--- src/hdl/cimc_pkg.sv ---
// shared constants, types and helper functions for the cyclic ideal minimality check
// no dependencies; imported by cimc_engine and cyclic_ideal_minimal_check_core
`timescale 1ns / 1ps
`default_nettype none

package cimc_pkg;

  // word width of a candidate and largest usable cyclic length
  localparam int DATA_W = 16;
  localparam int MAX_N  = 16;
  localparam int LEN_W  = 5;
  localparam int IDX_W  = $clog2(MAX_N);

  // register map
  localparam logic REG_CODE_LENGTH = 1'b0;
  localparam logic [LEN_W-1:0] CODE_LENGTH_RST = LEN_W'(16);

  // result word handed from the engine to the output register
  typedef struct packed {
    logic [DATA_W-1:0] generator;
    logic              is_minimal;
  } res_t;

  // clamp the programmed length into 2..MAX_N
  function automatic logic [LEN_W-1:0] eff_len(input logic [LEN_W-1:0] cl);
    logic [LEN_W-1:0] len;
    len = cl;
    if (cl < LEN_W'(2)) len = LEN_W'(2);
    if (cl > LEN_W'(MAX_N)) len = LEN_W'(MAX_N);
    return len;
  endfunction

  // low len bits set
  function automatic logic [DATA_W-1:0] len_mask(input logic [LEN_W-1:0] len);
    logic [DATA_W:0] full;
    full = ((DATA_W+1)'(1) << len) - (DATA_W+1)'(1);
    return full[DATA_W-1:0];
  endfunction

  // cyclic rotate left by one within len bits
  function automatic logic [DATA_W-1:0] rot1(input logic [DATA_W-1:0] v,
                                             input logic [LEN_W-1:0] len);
    logic [IDX_W-1:0] top;
    top = IDX_W'(len - LEN_W'(1));
    return ((v << 1) & len_mask(len)) | DATA_W'(v[top]);
  endfunction

  // index of lowest set bit (value assumed nonzero)
  function automatic logic [IDX_W-1:0] trail_zeros(input logic [DATA_W-1:0] v);
    logic [IDX_W-1:0] t;
    t = '0;
    for (int i = DATA_W - 1; i >= 0; i--) begin
      if (v[i]) t = IDX_W'(i);
    end
    return t;
  endfunction

endpackage

`default_nettype wire

--- src/hdl/cyclic_ideal_minimal_check_core.sv ---
// top level: config register, input/output handshakes, result register
// depends on cimc_pkg and cimc_engine
//
// channel  | signals                                   | direction
// ---------+-------------------------------------------+----------
// in       | in_valid, in_ready, candidate             | into block
// out      | out_valid, out_ready, generator, is_minimal | out of block
// config   | psel, penable, pwrite, paddr, pwdata, prdata, pready | apb
//
// one word passes through the fold, rotation-table and scan steps in that order;
// the scan loop through the shared xor/compare unit sets how long a word
// takes
// rst is synchronous and returns code_length to 16 and the engine to idle
// in_ready is high only while the engine is idle; a finished word waits in the
// output register so the next word can be taken while out_ready is low
`timescale 1ns / 1ps
`default_nettype none

module cyclic_ideal_minimal_check_core (
  input  wire logic        clk,
  input  wire logic        rst,
  input  wire logic        in_valid,
  output logic             in_ready,
  input  wire logic [15:0] candidate,
  output logic             out_valid,
  input  wire logic        out_ready,
  output logic [15:0]      generator,
  output logic             is_minimal,
  input  wire logic        psel,
  input  wire logic        penable,
  input  wire logic        pwrite,
  input  wire logic [2:0]  paddr,
  input  wire logic [31:0] pwdata,
  output logic [31:0]      prdata,
  output logic             pready
);
  import cimc_pkg::*;

  logic [LEN_W-1:0] code_length;
  logic             eng_idle;
  logic             res_valid;
  logic             res_ready;
  res_t             res;
  res_t             out_word;

  // config register
  assign pready = 1'b1;
  always_ff @(posedge clk) begin
    if (rst) begin
      code_length <= CODE_LENGTH_RST;
    end else if (psel && penable && pwrite && pready && paddr[2] == REG_CODE_LENGTH) begin
      code_length <= pwdata[LEN_W-1:0];
    end
  end

  // register read
  always_comb begin
    unique case (paddr[2])
      REG_CODE_LENGTH: prdata = 32'(code_length);
      default:         prdata = '0;
    endcase
  end

  cimc_engine u_engine (
    .clk        (clk),
    .rst        (rst),
    .start      (in_valid && in_ready),
    .start_word (candidate),
    .code_length(code_length),
    .idle       (eng_idle),
    .res_valid  (res_valid),
    .res_ready  (res_ready),
    .res        (res)
  );

  assign in_ready = eng_idle;

  // output register
  assign res_ready = !out_valid || out_ready;
  always_ff @(posedge clk) begin
    if (rst) begin
      out_valid <= 1'b0;
    end else if (res_ready) begin
      out_valid <= res_valid;
    end
  end

  always_ff @(posedge clk) begin
    if (res_valid && res_ready) out_word <= res;
  end

  assign generator  = out_word.generator;
  assign is_minimal = out_word.is_minimal;

`ifndef NO_ASSERTIONS
  // a rejected candidate always reports a zero generator
  a_reject_zero: assert property (@(posedge clk) disable iff (rst)
    out_valid && !is_minimal |-> generator == '0)
    else $error("non-minimal word with nonzero generator");

  // only one word in the engine at a time
  a_one_in_flight: assert property (@(posedge clk) disable iff (rst)
    in_valid && in_ready |=> !in_ready)
    else $error("engine took a second word while busy");

  // a new result only comes from a busy engine
  a_result_source: assert property (@(posedge clk) disable iff (rst)
    $rose(out_valid) |-> $past(!in_ready))
    else $error("result appeared without a word in work");
`endif

endmodule

`default_nettype wire

--- src/hdl/cimc_engine.sv ---
// sequencer and shared xor/compare unit that walks the ideal of one candidate
// depends on cimc_pkg
`timescale 1ns / 1ps
`default_nettype none

module cimc_engine (
  input  wire logic                        clk,
  input  wire logic                        rst,
  input  wire logic                        start,
  input  wire logic [cimc_pkg::DATA_W-1:0] start_word,
  input  wire logic [cimc_pkg::LEN_W-1:0]  code_length,
  output logic                             idle,
  output logic                             res_valid,
  input  wire logic                        res_ready,
  output cimc_pkg::res_t                   res
);
  import cimc_pkg::*;

  localparam logic [2:0] ST_IDLE = 3'd0;
  localparam logic [2:0] ST_FOLD = 3'd1;
  localparam logic [2:0] ST_ROT  = 3'd2;
  localparam logic [2:0] ST_SCAN = 3'd3;
  localparam logic [2:0] ST_DONE = 3'd4;

  logic [2:0]        state;
  logic [LEN_W-1:0]  len;
  logic [DATA_W-1:0] kval;
  logic [DATA_W-1:0] acc;
  logic [DATA_W-1:0] cur;
  logic [DATA_W-1:0] cnt;
  logic [IDX_W-1:0]  ridx;
  logic              minimal;
  logic [DATA_W-1:0] rot_tab [MAX_N];

  logic [DATA_W-1:0] mask;
  logic [DATA_W-1:0] acc_next;

  assign mask = len_mask(len);

  // one gray-code step: flipping bit t of the multiplier adds x^t * k
  assign acc_next = acc ^ rot_tab[trail_zeros(cnt)];

  // control
  always_ff @(posedge clk) begin
    if (rst) begin
      state <= ST_IDLE;
    end else begin
      unique case (state)
        ST_IDLE: if (start) state <= ST_FOLD;
        ST_FOLD: if ((acc & ~mask) == '0) state <= ST_ROT;
        ST_ROT:  if (ridx == IDX_W'(len - LEN_W'(1))) state <= ST_SCAN;
        ST_SCAN: begin
          if ((acc_next != '0 && acc_next < kval) || cnt == mask) state <= ST_DONE;
        end
        ST_DONE: if (res_ready) state <= ST_IDLE;
        default: state <= ST_IDLE;
      endcase
    end
  end

  // datapath
  always_ff @(posedge clk) begin
    case (state)
      ST_IDLE: begin
        kval <= start_word;
        acc  <= start_word;
        len  <= eff_len(code_length);
      end
      ST_FOLD: begin
        // fold exponents at or above n down by n
        if ((acc & ~mask) == '0) begin
          cur  <= acc;
          ridx <= '0;
        end else begin
          acc <= (acc & mask) ^ (acc >> len);
        end
      end
      ST_ROT: begin
        // table of x^i * k mod x^n+1
        rot_tab[ridx] <= cur;
        cur           <= rot1(cur, len);
        ridx          <= ridx + IDX_W'(1);
        acc           <= '0;
        cnt           <= DATA_W'(1);
      end
      ST_SCAN: begin
        acc <= acc_next;
        cnt <= cnt + DATA_W'(1);
        if (acc_next != '0 && acc_next < kval) minimal <= 1'b0;
        else if (cnt == mask) minimal <= 1'b1;
      end
      default: ;
    endcase
  end

  assign idle          = (state == ST_IDLE);
  assign res_valid     = (state == ST_DONE);
  assign res.generator = minimal ? kval : '0;
  assign res.is_minimal = minimal;

endmodule

`default_nettype wire
--- config.mk ---
export PLATFORM = sky130hd
export DESIGN_NAME = cyclic_ideal_minimal_check_core
export DESIGN_NICKNAME = d
export VERILOG_FILES = /design/src/hdl/cimc_pkg.sv /design/src/hdl/cyclic_ideal_minimal_check_core.sv /design/src/hdl/cimc_engine.sv
export SDC_FILE = /design/constraint.sdc
export NUM_CORES = 1
export LEC_CHECK = 0
export BUFFER_PORTS_ARGS = -buffer_cell sky130_fd_sc_hd__buf_2
export CAP_MARGIN = 20
export CORE_ASPECT_RATIO = 0.9
export CORE_UTILIZATION = 65
export DETAILED_ROUTE_END_ITERATION = 6
export GPL_ROUTABILITY_DRIVEN = 0
export PLACE_DENSITY = 0.84
export SYNTH_ARGS = -nofsm -noshare
export SYNTH_HDL_FRONTEND = slang
export SYNTH_SLANG_ARGS = --single-unit
--- constraint.sdc ---
create_clock -name clk -period 7.66 [get_ports clk]
set_input_delay 0.383 -clock clk [delete_from_list [all_inputs] [get_ports clk]]
set_output_delay 0.383 -clock clk [all_outputs]
set_load 0.05 [all_outputs]
== After elaboration in Yosys (flattened, before gate mapping) ==
Memory sizes are Yosys's and may differ from the RTL's.
Cells that the tools add are included.
W data, S select, Z words.

* Register bits: 100
* Bits in latches: 0
* Bits in writable memories: 256
* Memory bits (read-only): 0
* Bits of input ports: 58
* Output and inout port bits: 52
* Word-level logic and storage cells: 101
* Memories kept: 1

{| class="wikitable"
|+ Memories
! name !! words !! width !! read ports !! clocked after memory_dff !! wr ports !! RTL line !! text
|-
| u_engine.rot_tab || 16 || 16 || 1 || 0 || 1 || cimc_engine.sv:33 || <nowiki>logic [DATA_W-1:0] rot_tab [MAX_N];</nowiki>
|}

* Add/subtract/negate cells: 4
* Multiply operators: 0
* Divide/modulo/power cells: 0
* $lt $le $gt $ge: 4
* Eq/ne operators: 12
* Shift operators: 2
* Multiplexer cells: 36
* Bitwise operators: 8
* Reductions and logical operators: 21

{| class="wikitable"
|+ Operator list
! cell !! number
|-
| $mux W4 || 17
|-
| $pmux W16 S2 || 2
|-
| $pmux W16 S4 || 1
|-
| $and A16 B16 Y16 || 3
|-
| $mux W16 || 2
|-
| $xor A16 B16 Y16 || 2
|-
| $add A16 B1 Y16 const B || 1
|-
| $eq A16 B16 Y1 || 1
|-
| $logic_not A16 Y1 || 1
|-
| $lt A16 B16 Y1 || 1
|-
| $not A16 Y16 || 1
|-
| $or A16 B1 Y16 || 1
|-
| $reduce_bool A16 Y1 || 1
|-
| $shl A1 B5 Y16 const A || 1
|-
| $shr A16 B5 Y16 || 1
|-
| $sub A16 B2 Y16 const B || 1
|-
| $mux W3 || 5
|-
| $pmux W3 S5 || 1
|-
| $mux W5 || 2
|-
| $ne A2 B1 Y1 const B || 5
|-
| $pmux W4 S2 || 1
|-
| $eq A3 B2 Y1 const B || 2
|-
| $logic_and A1 B1 Y1 || 6
|-
| $reduce_and A2 Y1 || 3
|-
| 19 further kinds || 25
|}

== Logic depth before layout (Yosys ltp) ==
Gate-level depths: netlist of the first run.
An unclocked memory read counts as a cell.

* Word-level depth: 23
* Depth in mapped cells: 25
* Depth with buffers taken out: 20

== By module ==
Synthesis of the first run repeated with hierarchy kept, for this count alone.

* Cell total of the unflattened synthesis: 1489
* Area total of the unflattened synthesis: 17668.2 um2

{| class="wikitable"
|+ By module, submodules not included
! module !! instances !! cells an instance !! area an instance (um2) !! sequential area each (um2)
|-
| cimc_engine || 1 || 1408 || 16615.9 || 9969.6
|-
| cyclic_ideal_minimal_check_core || 1 || 81 || 1052.3 || 630.6
|}

== Worst setup path before layout of the first run ==
No wires, ideal clock.

* Kind: register -> register
* From: register u_engine.cnt[2]
* To: register u_engine.minimal (enable)
* Arrival: 4.231 ns
* Slack: 3.125 ns
* Stages on the path, launching flop included: 22
* Period minus slack after synthesis: 4.535 ns
* Path through: edfxtp_1 -> buf_6 -> or4_4 -> a211o_1 -> buf_6 -> nand2_4 -> buf_6 -> mux2_2 -> a2111o_1 -> o41ai_2 -> xnor2_1 -> ha_1 -> nor2b_1 -> o21ai_0 -> nand2b_1 -> a21oi_1 -> nor2b_1 -> o21ai_0 -> nand2b_1 -> a221o_1 -> a31o_2 -> a21oi_1

* Word-level cells in the longest chain between the ends: 9

{| class="wikitable"
|+ Ends and longest elaborated chain
! element !! RTL line !! text
|-
| start: declaration || cimc_engine.sv:30 || <nowiki>logic [DATA_W-1:0] cnt;</nowiki>
|-
| start signal: assignment || cimc_engine.sv:88 || <nowiki>cnt <= cnt + DATA_W'(1);</nowiki>
|-
| $mux W4 (3 in a row) || cimc_pkg.sv:53 || <nowiki>if (v[i]) t = IDX_W'(i);</nowiki>
|-
| $mem_v2 Z16 W16 || - ||
|-
| $xor A16 B16 Y16 || cimc_engine.sv:41 || <nowiki>assign acc_next = acc ^ rot_tab[trail_zeros(cnt)];</nowiki>
|-
| $lt A16 B16 Y1 / $reduce_bool A16 Y1 (equally long branches) || cimc_engine.sv:89 || <nowiki>if (acc_next != '0 && acc_next < kval) minimal <= 1'b0;</nowiki>
|-
| $logic_and A1 B1 Y1 || cimc_engine.sv:89 ||
|-
| $reduce_bool A2 Y1 (no line) * || - ||
|-
| $reduce_and A2 Y1 (no line) * || - ||
|-
| end signal: assignment || cimc_engine.sv:89 ||
|-
| end signal: assignment || cimc_engine.sv:90 || <nowiki>else if (cnt == mask) minimal <= 1'b1;</nowiki>
|-
| end: declaration || cimc_engine.sv:32 || <nowiki>logic minimal;</nowiki>
|}

Mark *: on every way between the ends. The rest lies on a longest branch, timed or not.
A chain may end at the register's enable or synchronous reset.

== Worst setup path after layout of the first run ==
* From: register u_engine.cnt[4]
* To: register u_engine.minimal (enable)

* Word-level cells in the longest chain between the ends: 11

{| class="wikitable"
|+ Ends and longest elaborated chain
! element !! RTL line
|-
| $mux W4 (5 in a row) || cimc_pkg.sv:53
|-
| $mem_v2 Z16 W16 || -
|-
| $xor A16 B16 Y16 || cimc_engine.sv:41
|-
| $lt A16 B16 Y1 / $reduce_bool A16 Y1 (equally long branches) || cimc_engine.sv:89
|-
| $logic_and A1 B1 Y1 || cimc_engine.sv:89
|-
| $reduce_bool A2 Y1 (no line) * || -
|-
| $reduce_and A2 Y1 (no line) * || -
|}

Marks and branches as above.

==> flow_summary.json, run 1 <==
{
  "status": "complete, but fails checks",
  "violations": "DRC",
  "io_pins": 110,
  "crit_chain": "nor4_1 > o2111a_2 > buf_4 > mux2_1 > nor3_1 > a311oi_1 > nor4_1 > o21ai_0 > nand2_1 > ha_1 > a21oi_1 > nor2b_1 > o21ai_0 > nand2b_1 > a21oi_1 > nor2b_1 > o21ai_0 > nand2b_1 > a221o_1 > a31o_2 > a21oi_1",
  "ant_nets": 0,
  "synth_seq_area_share": 0.593,
  "synth_area_mm2": 0.0179,
  "layout-drive-gt1-share": 0.118,
  "worstPathRequired_ns": 7.90,
  "cts.sinks": 356,
  "cts_buffers": 37,
  "synth_seq_cells": 356,
  "endpoint_kind": "flop",
  "coreArea_mm2": 0.0270,
  "cp_max_fo": 22,
  "multi_input_area_mm2": 0.00654,
  "dp_slack_ns": 1.77,
  "yosys_warnings": 0,
  "rrSetupSlack_ns": 1.43,
  "synthFlopType": "edfxtp_1",
  "worst_pin_slew_ns": 1.22,
  "leakagePower_nw": 7.00,
  "async_flop_share": 0,
  "seq_area_mm2": 0.0106,
  "wl_um": 48800,
  "grtUsageTotal": 0.345,
  "nets": 1650,
  "cp_top_family": "compound AO/OA/AOI/OAI gates",
  "cts_max_path_buffers": 3,
  "hold_end": "u_engine.kval[7]",
  "synth_cell_types": 88,
  "post_drt_wl_per_cell_um": 25.1,
  "whs_ns": 0.0380,
  "p_clk_frac": 0.273,
  "clock_skew_ns": 0.0222,
  "start_util": 0.661,
  "cp_slowest_cell": "o2111a_2",
  "yosysMostFrequentCell": "edfxtp_1",
  "switching_share": 0.363,
  "fmax_ghz": 0.161,
  "r2r_cells": 21,
  "fill_cells": 1694,
  "timing.final.crit_period_ns": 6.23,
  "syn_avg_cell_area_um2": 11.6,
  "cts_max_level": 2,
  "die_h_um": 159,
  "power-per-cell-area_mw_per_mm2": 365,
  "finalHoldViolations": 0,
  "slew_headroom": 0.185,
  "grt_pass1_wl_um": 72800,
  "die_w_um": 177,
  "p_sw_mw": 2.60,
  "vias": 13500,
  "comb_power_share": 0.281,
  "cap_viol_max_count": 0,
  "cell_internal_pwr_mw": 4.57,
  "ys_top_cells_by_area": "edfxtp_1 (58%), nand2_1 (3.9%), mux2i_1 (3.2%), o21ai_0 (2.4%), a21oi_1 (2.1%)",
  "path_class": "flop to flop",
  "cts_tree": "yes",
  "ctsRootBufferMaster": "clkbuf_16",
  "portBuffers": 52,
  "num_rows": 57,
  "timing.rr.end": "u_engine.minimal",
  "synthCells": 1546,
  "post-cts-setup-buffers": 0,
  "drtPass1Iterations": 7,
  "cts_hold_buf": 0,
  "regToRegStartpoint": "u_engine.cnt[4]",
  "finalSetupTns_ns": 0,
  "period_share": 0.813,
  "clk-insertion-delay-late_ns": 0.55,
  "grt_pass1_vias": 12800,
  "antenna_cells": 0,
  "slew_violations": 0,
  "rsz0062_at_grt": "false",
  "ctsResizeCount": 0,
  "critical_path_arrival_ns": 6.46,
  "path_buf_inv": 1,
  "syn2layout_area_growth_pct": 9.73,
  "setup_viol": 0,
  "synthTopCellsByCount": "edfxtp_1 (347), nand2_1 (185), nor2_1 (98)",
  "first_iter_violations": 2570,
  "ir_drop_mv": 0.222,
  "antenna_found_initial": 0,
  "max_stage_delay_ns": 0.67,
  "clkTransAtPathRegs_ns": 0.06,
  "synth_top_area_frac": 0.583,
  "fin_ws_ns": 1.43,
  "hp-start": "candidate[7]",
  "synth_edf_count": 347,
  "fp.dieArea_mm2": 0.0282,
  "dpl.hpwl_um": 29600,
  "overflow": 0,
  "hold_path_class": "primary input to flop",
  "grt_start_max_net_pins": 44,
  "drc": 6,
  "start_kind": "flop",
  "viasPerCell": 6.95,
  "yosys.area.top_type": "edfxtp_1",
  "pwr-share-seq": 0.446,
  "min_path_cells": 1
}
## worst max path at each step
stage,startpoint,slack [ns],end,cells past startpoint
5_1_grt,u_engine.cnt[4],1.14,u_engine.minimal,21
3_3_place_gp,u_engine.cnt[4],1.92,u_engine.minimal,21
6_report,u_engine.cnt[4],1.43,u_engine.minimal,21
2_1_floorplan,u_engine.cnt[2],3.12,u_engine.minimal,21
4_1_cts,u_engine.cnt[4],1.59,u_engine.minimal,21
3_5_place_dp,u_engine.cnt[4],1.77,u_engine.minimal,21
## power by group through the flow
| stage | registers, mW | logic (mW) | clock network [mW] |
|---|---|---|---|
| floorplan | 2.90 | 1.54 | 0 |
| global placement | 3.17 | 1.83 | 0 |
| detailed placement | 3.19 | 1.90 | 0 |
| CTS | 3.16 | 1.93 | 1.95 |
| global route | 3.21 | 2.16 | 2.02 |
| finish | 3.20 | 2.01 | 1.95 |
## sequential cells by signal, indices dropped and copies added (netlist names)
| signal | cells |
|---|---|
| u_engine.state | 3 |
| u_engine.ridx | 4 |
| u_engine.minimal | 1 |
| u_engine.cnt | 16 |
| u_engine.rot_tab | 256 |
| out_valid | 1 |
| u_engine.acc | 16 |
| is_minimal | 1 |
| generator | 16 |
| u_engine.kval | 16 |
| u_engine.cur | 16 |
| code_length | 5 |
| u_engine.len | 5 |
## layer usage
metal / global-route usage / wire length (um) / up-vias / part of all wire
met2: 0.516 / 21800 / 1205 / 0.45
met3: 0.0752 / 6500 / 259 / 0.13
met4: 0.195 / 2930 / 2 / 0.060
met1: 0.469 / 17500 / 6313 / 0.36
li1: - / - / 5730 / -
met5: 0 / 21 / - / 0.00043
## cell families (layout without fill, tap and decap cells)
family	after synthesis	count (layout)	synth area share
AOI/OAI and AO/OA	323	323	0.119
and+or+nand+nor	531	531	0.143
muxes	81	81	0.0498
other	2	28	0.000420
xor gates and xnor gates	57	57	0.0279
buffers and inverters	170	188	0.0488
DFF	356	356	0.593
adders and majority gates	26	26	0.0182
## stage by stage
stage	total power [mW]	instance area (um2)	cells	util
after floorplan	4.45	18000	1572	-
after global routing	7.39	19600	1944	0.726
after CTS	7.04	19500	1940	0.723
after detailed placement	5.09	18200	1877	0.674
after global placement	5.00	18200	1876	0.673
final	7.17	19600	1944	0.726
## layout make-up
| type | count | share of cell area |
|---|---|---|
| Timing Repair Buffer | 85 | 0.0297 |
| Tap cell | 354 | 0.0226 |
| Sequential cell | 356 | 0.540 |
| Clock buffer | 43 | 0.0494 |
| Clock inverter | 20 | 0.0172 |
| Inverter | 40 | 0.00765 |
| Multi-Input combinational cell | 1046 | 0.333 |
## layout by cell type (no fill, tap or decap), types with 17 or more instances in the layout
cell type	n
a211oi_1	17
buf_4	28
ha_1	26
clkbuf_16	38
and2_1	37
a31oi_1	18
buf_2	52
nor2_1	98
nand2_1	185
a21oi_1	74
xnor2_1	30
xor2_1	27
nand3_1	74
edfxtp_1	347
mux2i_1	57
nor3_1	24
conb_1	28
inv_1	38
o21ai_0	84
nor2b_1	19
nand4_1	17
Power figures use the tool's default switching activity.
==> run 2: changes to the inputs <==
--- a/config.mk
+++ b/config.mk
@@ -8,10 +8,10 @@
 export BUFFER_PORTS_ARGS = -buffer_cell sky130_fd_sc_hd__buf_2
 export CAP_MARGIN = 20
 export CORE_ASPECT_RATIO = 0.9
-export CORE_UTILIZATION = 65
+export CORE_UTILIZATION = 61
 export DETAILED_ROUTE_END_ITERATION = 6
 export GPL_ROUTABILITY_DRIVEN = 0
-export PLACE_DENSITY = 0.84
+export PLACE_DENSITY = 0.8
 export SYNTH_ARGS = -nofsm -noshare
 export SYNTH_HDL_FRONTEND = slang
 export SYNTH_SLANG_ARGS = --single-unit
==> constraint.sdc (replaced) <==
create_clock -name clk -period 6.3 [get_ports clk]
set_input_delay 0.315 -clock clk [delete_from_list [all_inputs] [get_ports clk]]
set_output_delay 0.315 -clock clk [all_outputs]
set_load 0.05 [all_outputs]
==> run 2 against run 1 <==
The run still ends with DRC left. Final area rose by 1.1%. Hold slack got worse by 0.018 ns. Combinational power rose by 22%. Sequential power rose by 22%. Clock skew rose by 0.0076 ns. Register-to-register slack got worse by 0.87 ns. Clock power rose by 12%. Critical path type unchanged. Largest cell class unchanged.
==> flow_summary.json, run 2 (synthesis results as in run 1) <==
{
  "status": "complete, but fails checks",
  "violations": "DRC",
  "path_class": "flop to flop",
  "largest_reg_flops": 256,
  "syn2layout_area_growth_pct": 10.9,
  "grt_pass1_vias": 12300,
  "timing.rr.end": "u_engine.minimal",
  "endpoint_kind": "flop",
  "rsz0062_at_grt": "false",
  "fmax_ghz": 0.174,
  "cts.sinks": 356,
  "die_w_um": 182,
  "leakagePower_nw": 7.08,
  "grt_pass1_wl_um": 71600,
  "cts_max_path_buffers": 3,
  "overflow": 0,
  "setup_viol": 0,
  "rrSetupSlack_ns": 0.56,
  "cts_tree": "yes",
  "final_common_cell": "edfxtp_1",
  "slew_headroom": 0.210,
  "dp_slack_ns": 0.730,
  "ant_nets": 0,
  "grt_start_max_net_pins": 42,
  "multi_input_area_mm2": 0.00654,
  "post_drt_wl_per_cell_um": 24.1,
  "slew_violations": 0,
  "finalHoldViolations": 0,
  "die_h_um": 164,
  "cp_max_fo": 19,
  "clk-insertion-delay-late_ns": 0.55,
  "antenna_found_initial": 0,
  "clkTransAtPathRegs_ns": 0.06,
  "met3_usage": 0.0701,
  "viasPerCell": 6.60,
  "critPathLaunch": "u_engine.cnt[4]",
  "finalSetupTns_ns": 0,
  "cap_viol_max_count": 0,
  "coreArea_mm2": 0.0289,
  "antenna_cells": 0,
  "hp-start": "pwdata[0]",
  "min_path_cells": 3,
  "fin_ws_ns": 0.559,
  "final_cell_mix": "edfxtp_1 (347), nand2_1 (185), nor2_1 (98), o21ai_0 (84)",
  "start_kind": "flop",
  "met1_usage": 0.450,
  "worstPathRequired_ns": 6.53,
  "timing.final.crit_period_ns": 5.74,
  "top_usage_layer": "met2",
  "ir_drop_mv": 0.255,
  "hold_end": "code_length[0]",
  "ctsRootBufferMaster": "clkbuf_16",
  "power-per-cell-area_mw_per_mm2": 430,
  "wl_um": 48500,
  "ctsResizeCount": 0,
  "portBuffers": 52,
  "drtPass1Iterations": 7,
  "worst_pin_slew_ns": 1.19,
  "clock_skew_ns": 0.0298,
  "first_iter_violations": 1990,
  "cts_max_level": 2,
  "cts_buffers": 37,
  "drc": 3,
  "largest_register": "u_engine.rot_tab",
  "r2r_cells": 20,
  "critical_path_arrival_ns": 5.97,
  "hold_path_class": "primary input to flop",
  "io_pins": 110,
  "fill_cells": 1944,
  "vias": 13300,
  "regToRegStartpoint": "u_engine.cnt[4]",
  "grtUsageTotal": 0.321,
  "dpl.hpwl_um": 29800,
  "start_util": 0.619,
  "num_rows": 59,
  "period_share": 0.911,
  "nets": 1674,
  "layout-drive-gt1-share": 0.119,
  "fp.dieArea_mm2": 0.0300,
  "grtUsageMet2": 0.481,
  "seq_area_mm2": 0.0106
}
## run 2: timing repair
item / 4_1_cts / 5_1_grt
hold buffers: 15 / 0
endpoints found under the hold margin: 15 / 0
setup buffers: 0 / 0
## run 2: critical path, stage by stage, from the launching register on
cell      delay, ns
edfxtp_1       0.56
nor4_1         0.50
o2111a_2       0.69
mux2_1         0.40
nor3_1         0.20
a311oi_1       0.11
nor4_1         0.49
o21ai_0        0.26
nand2_1        0.21
ha_1           0.27
a21oi_1        0.14
nor2b_1        0.06
o21ai_0        0.18
nand2b_1       0.08
a21oi_1        0.15
nor2b_1        0.06
o21ai_0        0.16
nand2b_1       0.08
a221o_1        0.36
a31o_2         0.30
a21oi_1        0.17
## run 2: power breakdown
group | internal (mW) | leakage (nW) | switching, mW
clock | 1.27 | 0.592 | 0.910
combinational | 0.904 | 3.22 | 1.54
sequential | 3.24 | 3.27 | 0.656
## run 2: cell type report
cell class,instances,area share
Clock buffer,43,0.0489
Tap cell,396,0.0250
Timing Repair Buffer,109,0.0424
Inverter,40,0.00757
Clock inverter,23,0.0120
Multi-Input combinational cell,1046,0.330
Sequential cell,356,0.535
## run 2: worst max path at each step
stage | cells past startpoint | endpoint | slack, ns
floorplan | 21 | u_engine.minimal | 1.76
global placement | 15 | u_engine.minimal | 0.78
detailed placement | 15 | u_engine.minimal | 0.73
CTS | 15 | u_engine.minimal | 0.70
global route | 15 | u_engine.minimal | 0.36
finish | 20 | u_engine.minimal | 0.56
## run 2: metal layers
layer  share of wire  up-vias  wire length (um)
met5               0        -                 0
met4           0.045        0              2200
met2            0.44     1033             21500
met1            0.38     6290             18600
met3            0.13      176              6190
li1                -     5792                 -
## run 2: metrics by stage
step | utilization | power [mW] | instances | instance area (um2) | hold slack (ns)
finish | 0.687 | 8.53 | 2013 | 19800 | 0.0198
global route | 0.687 | 8.85 | 2013 | 19800 | 0.0126
CTS | 0.683 | 8.39 | 2007 | 19700 | 0.00405
detailed placement | 0.636 | 6.21 | 1926 | 18400 | 0.511
global placement | 0.635 | 6.13 | 1925 | 18300 | 0.507
floorplan | - | 5.40 | 1572 | 18000 | 0.414
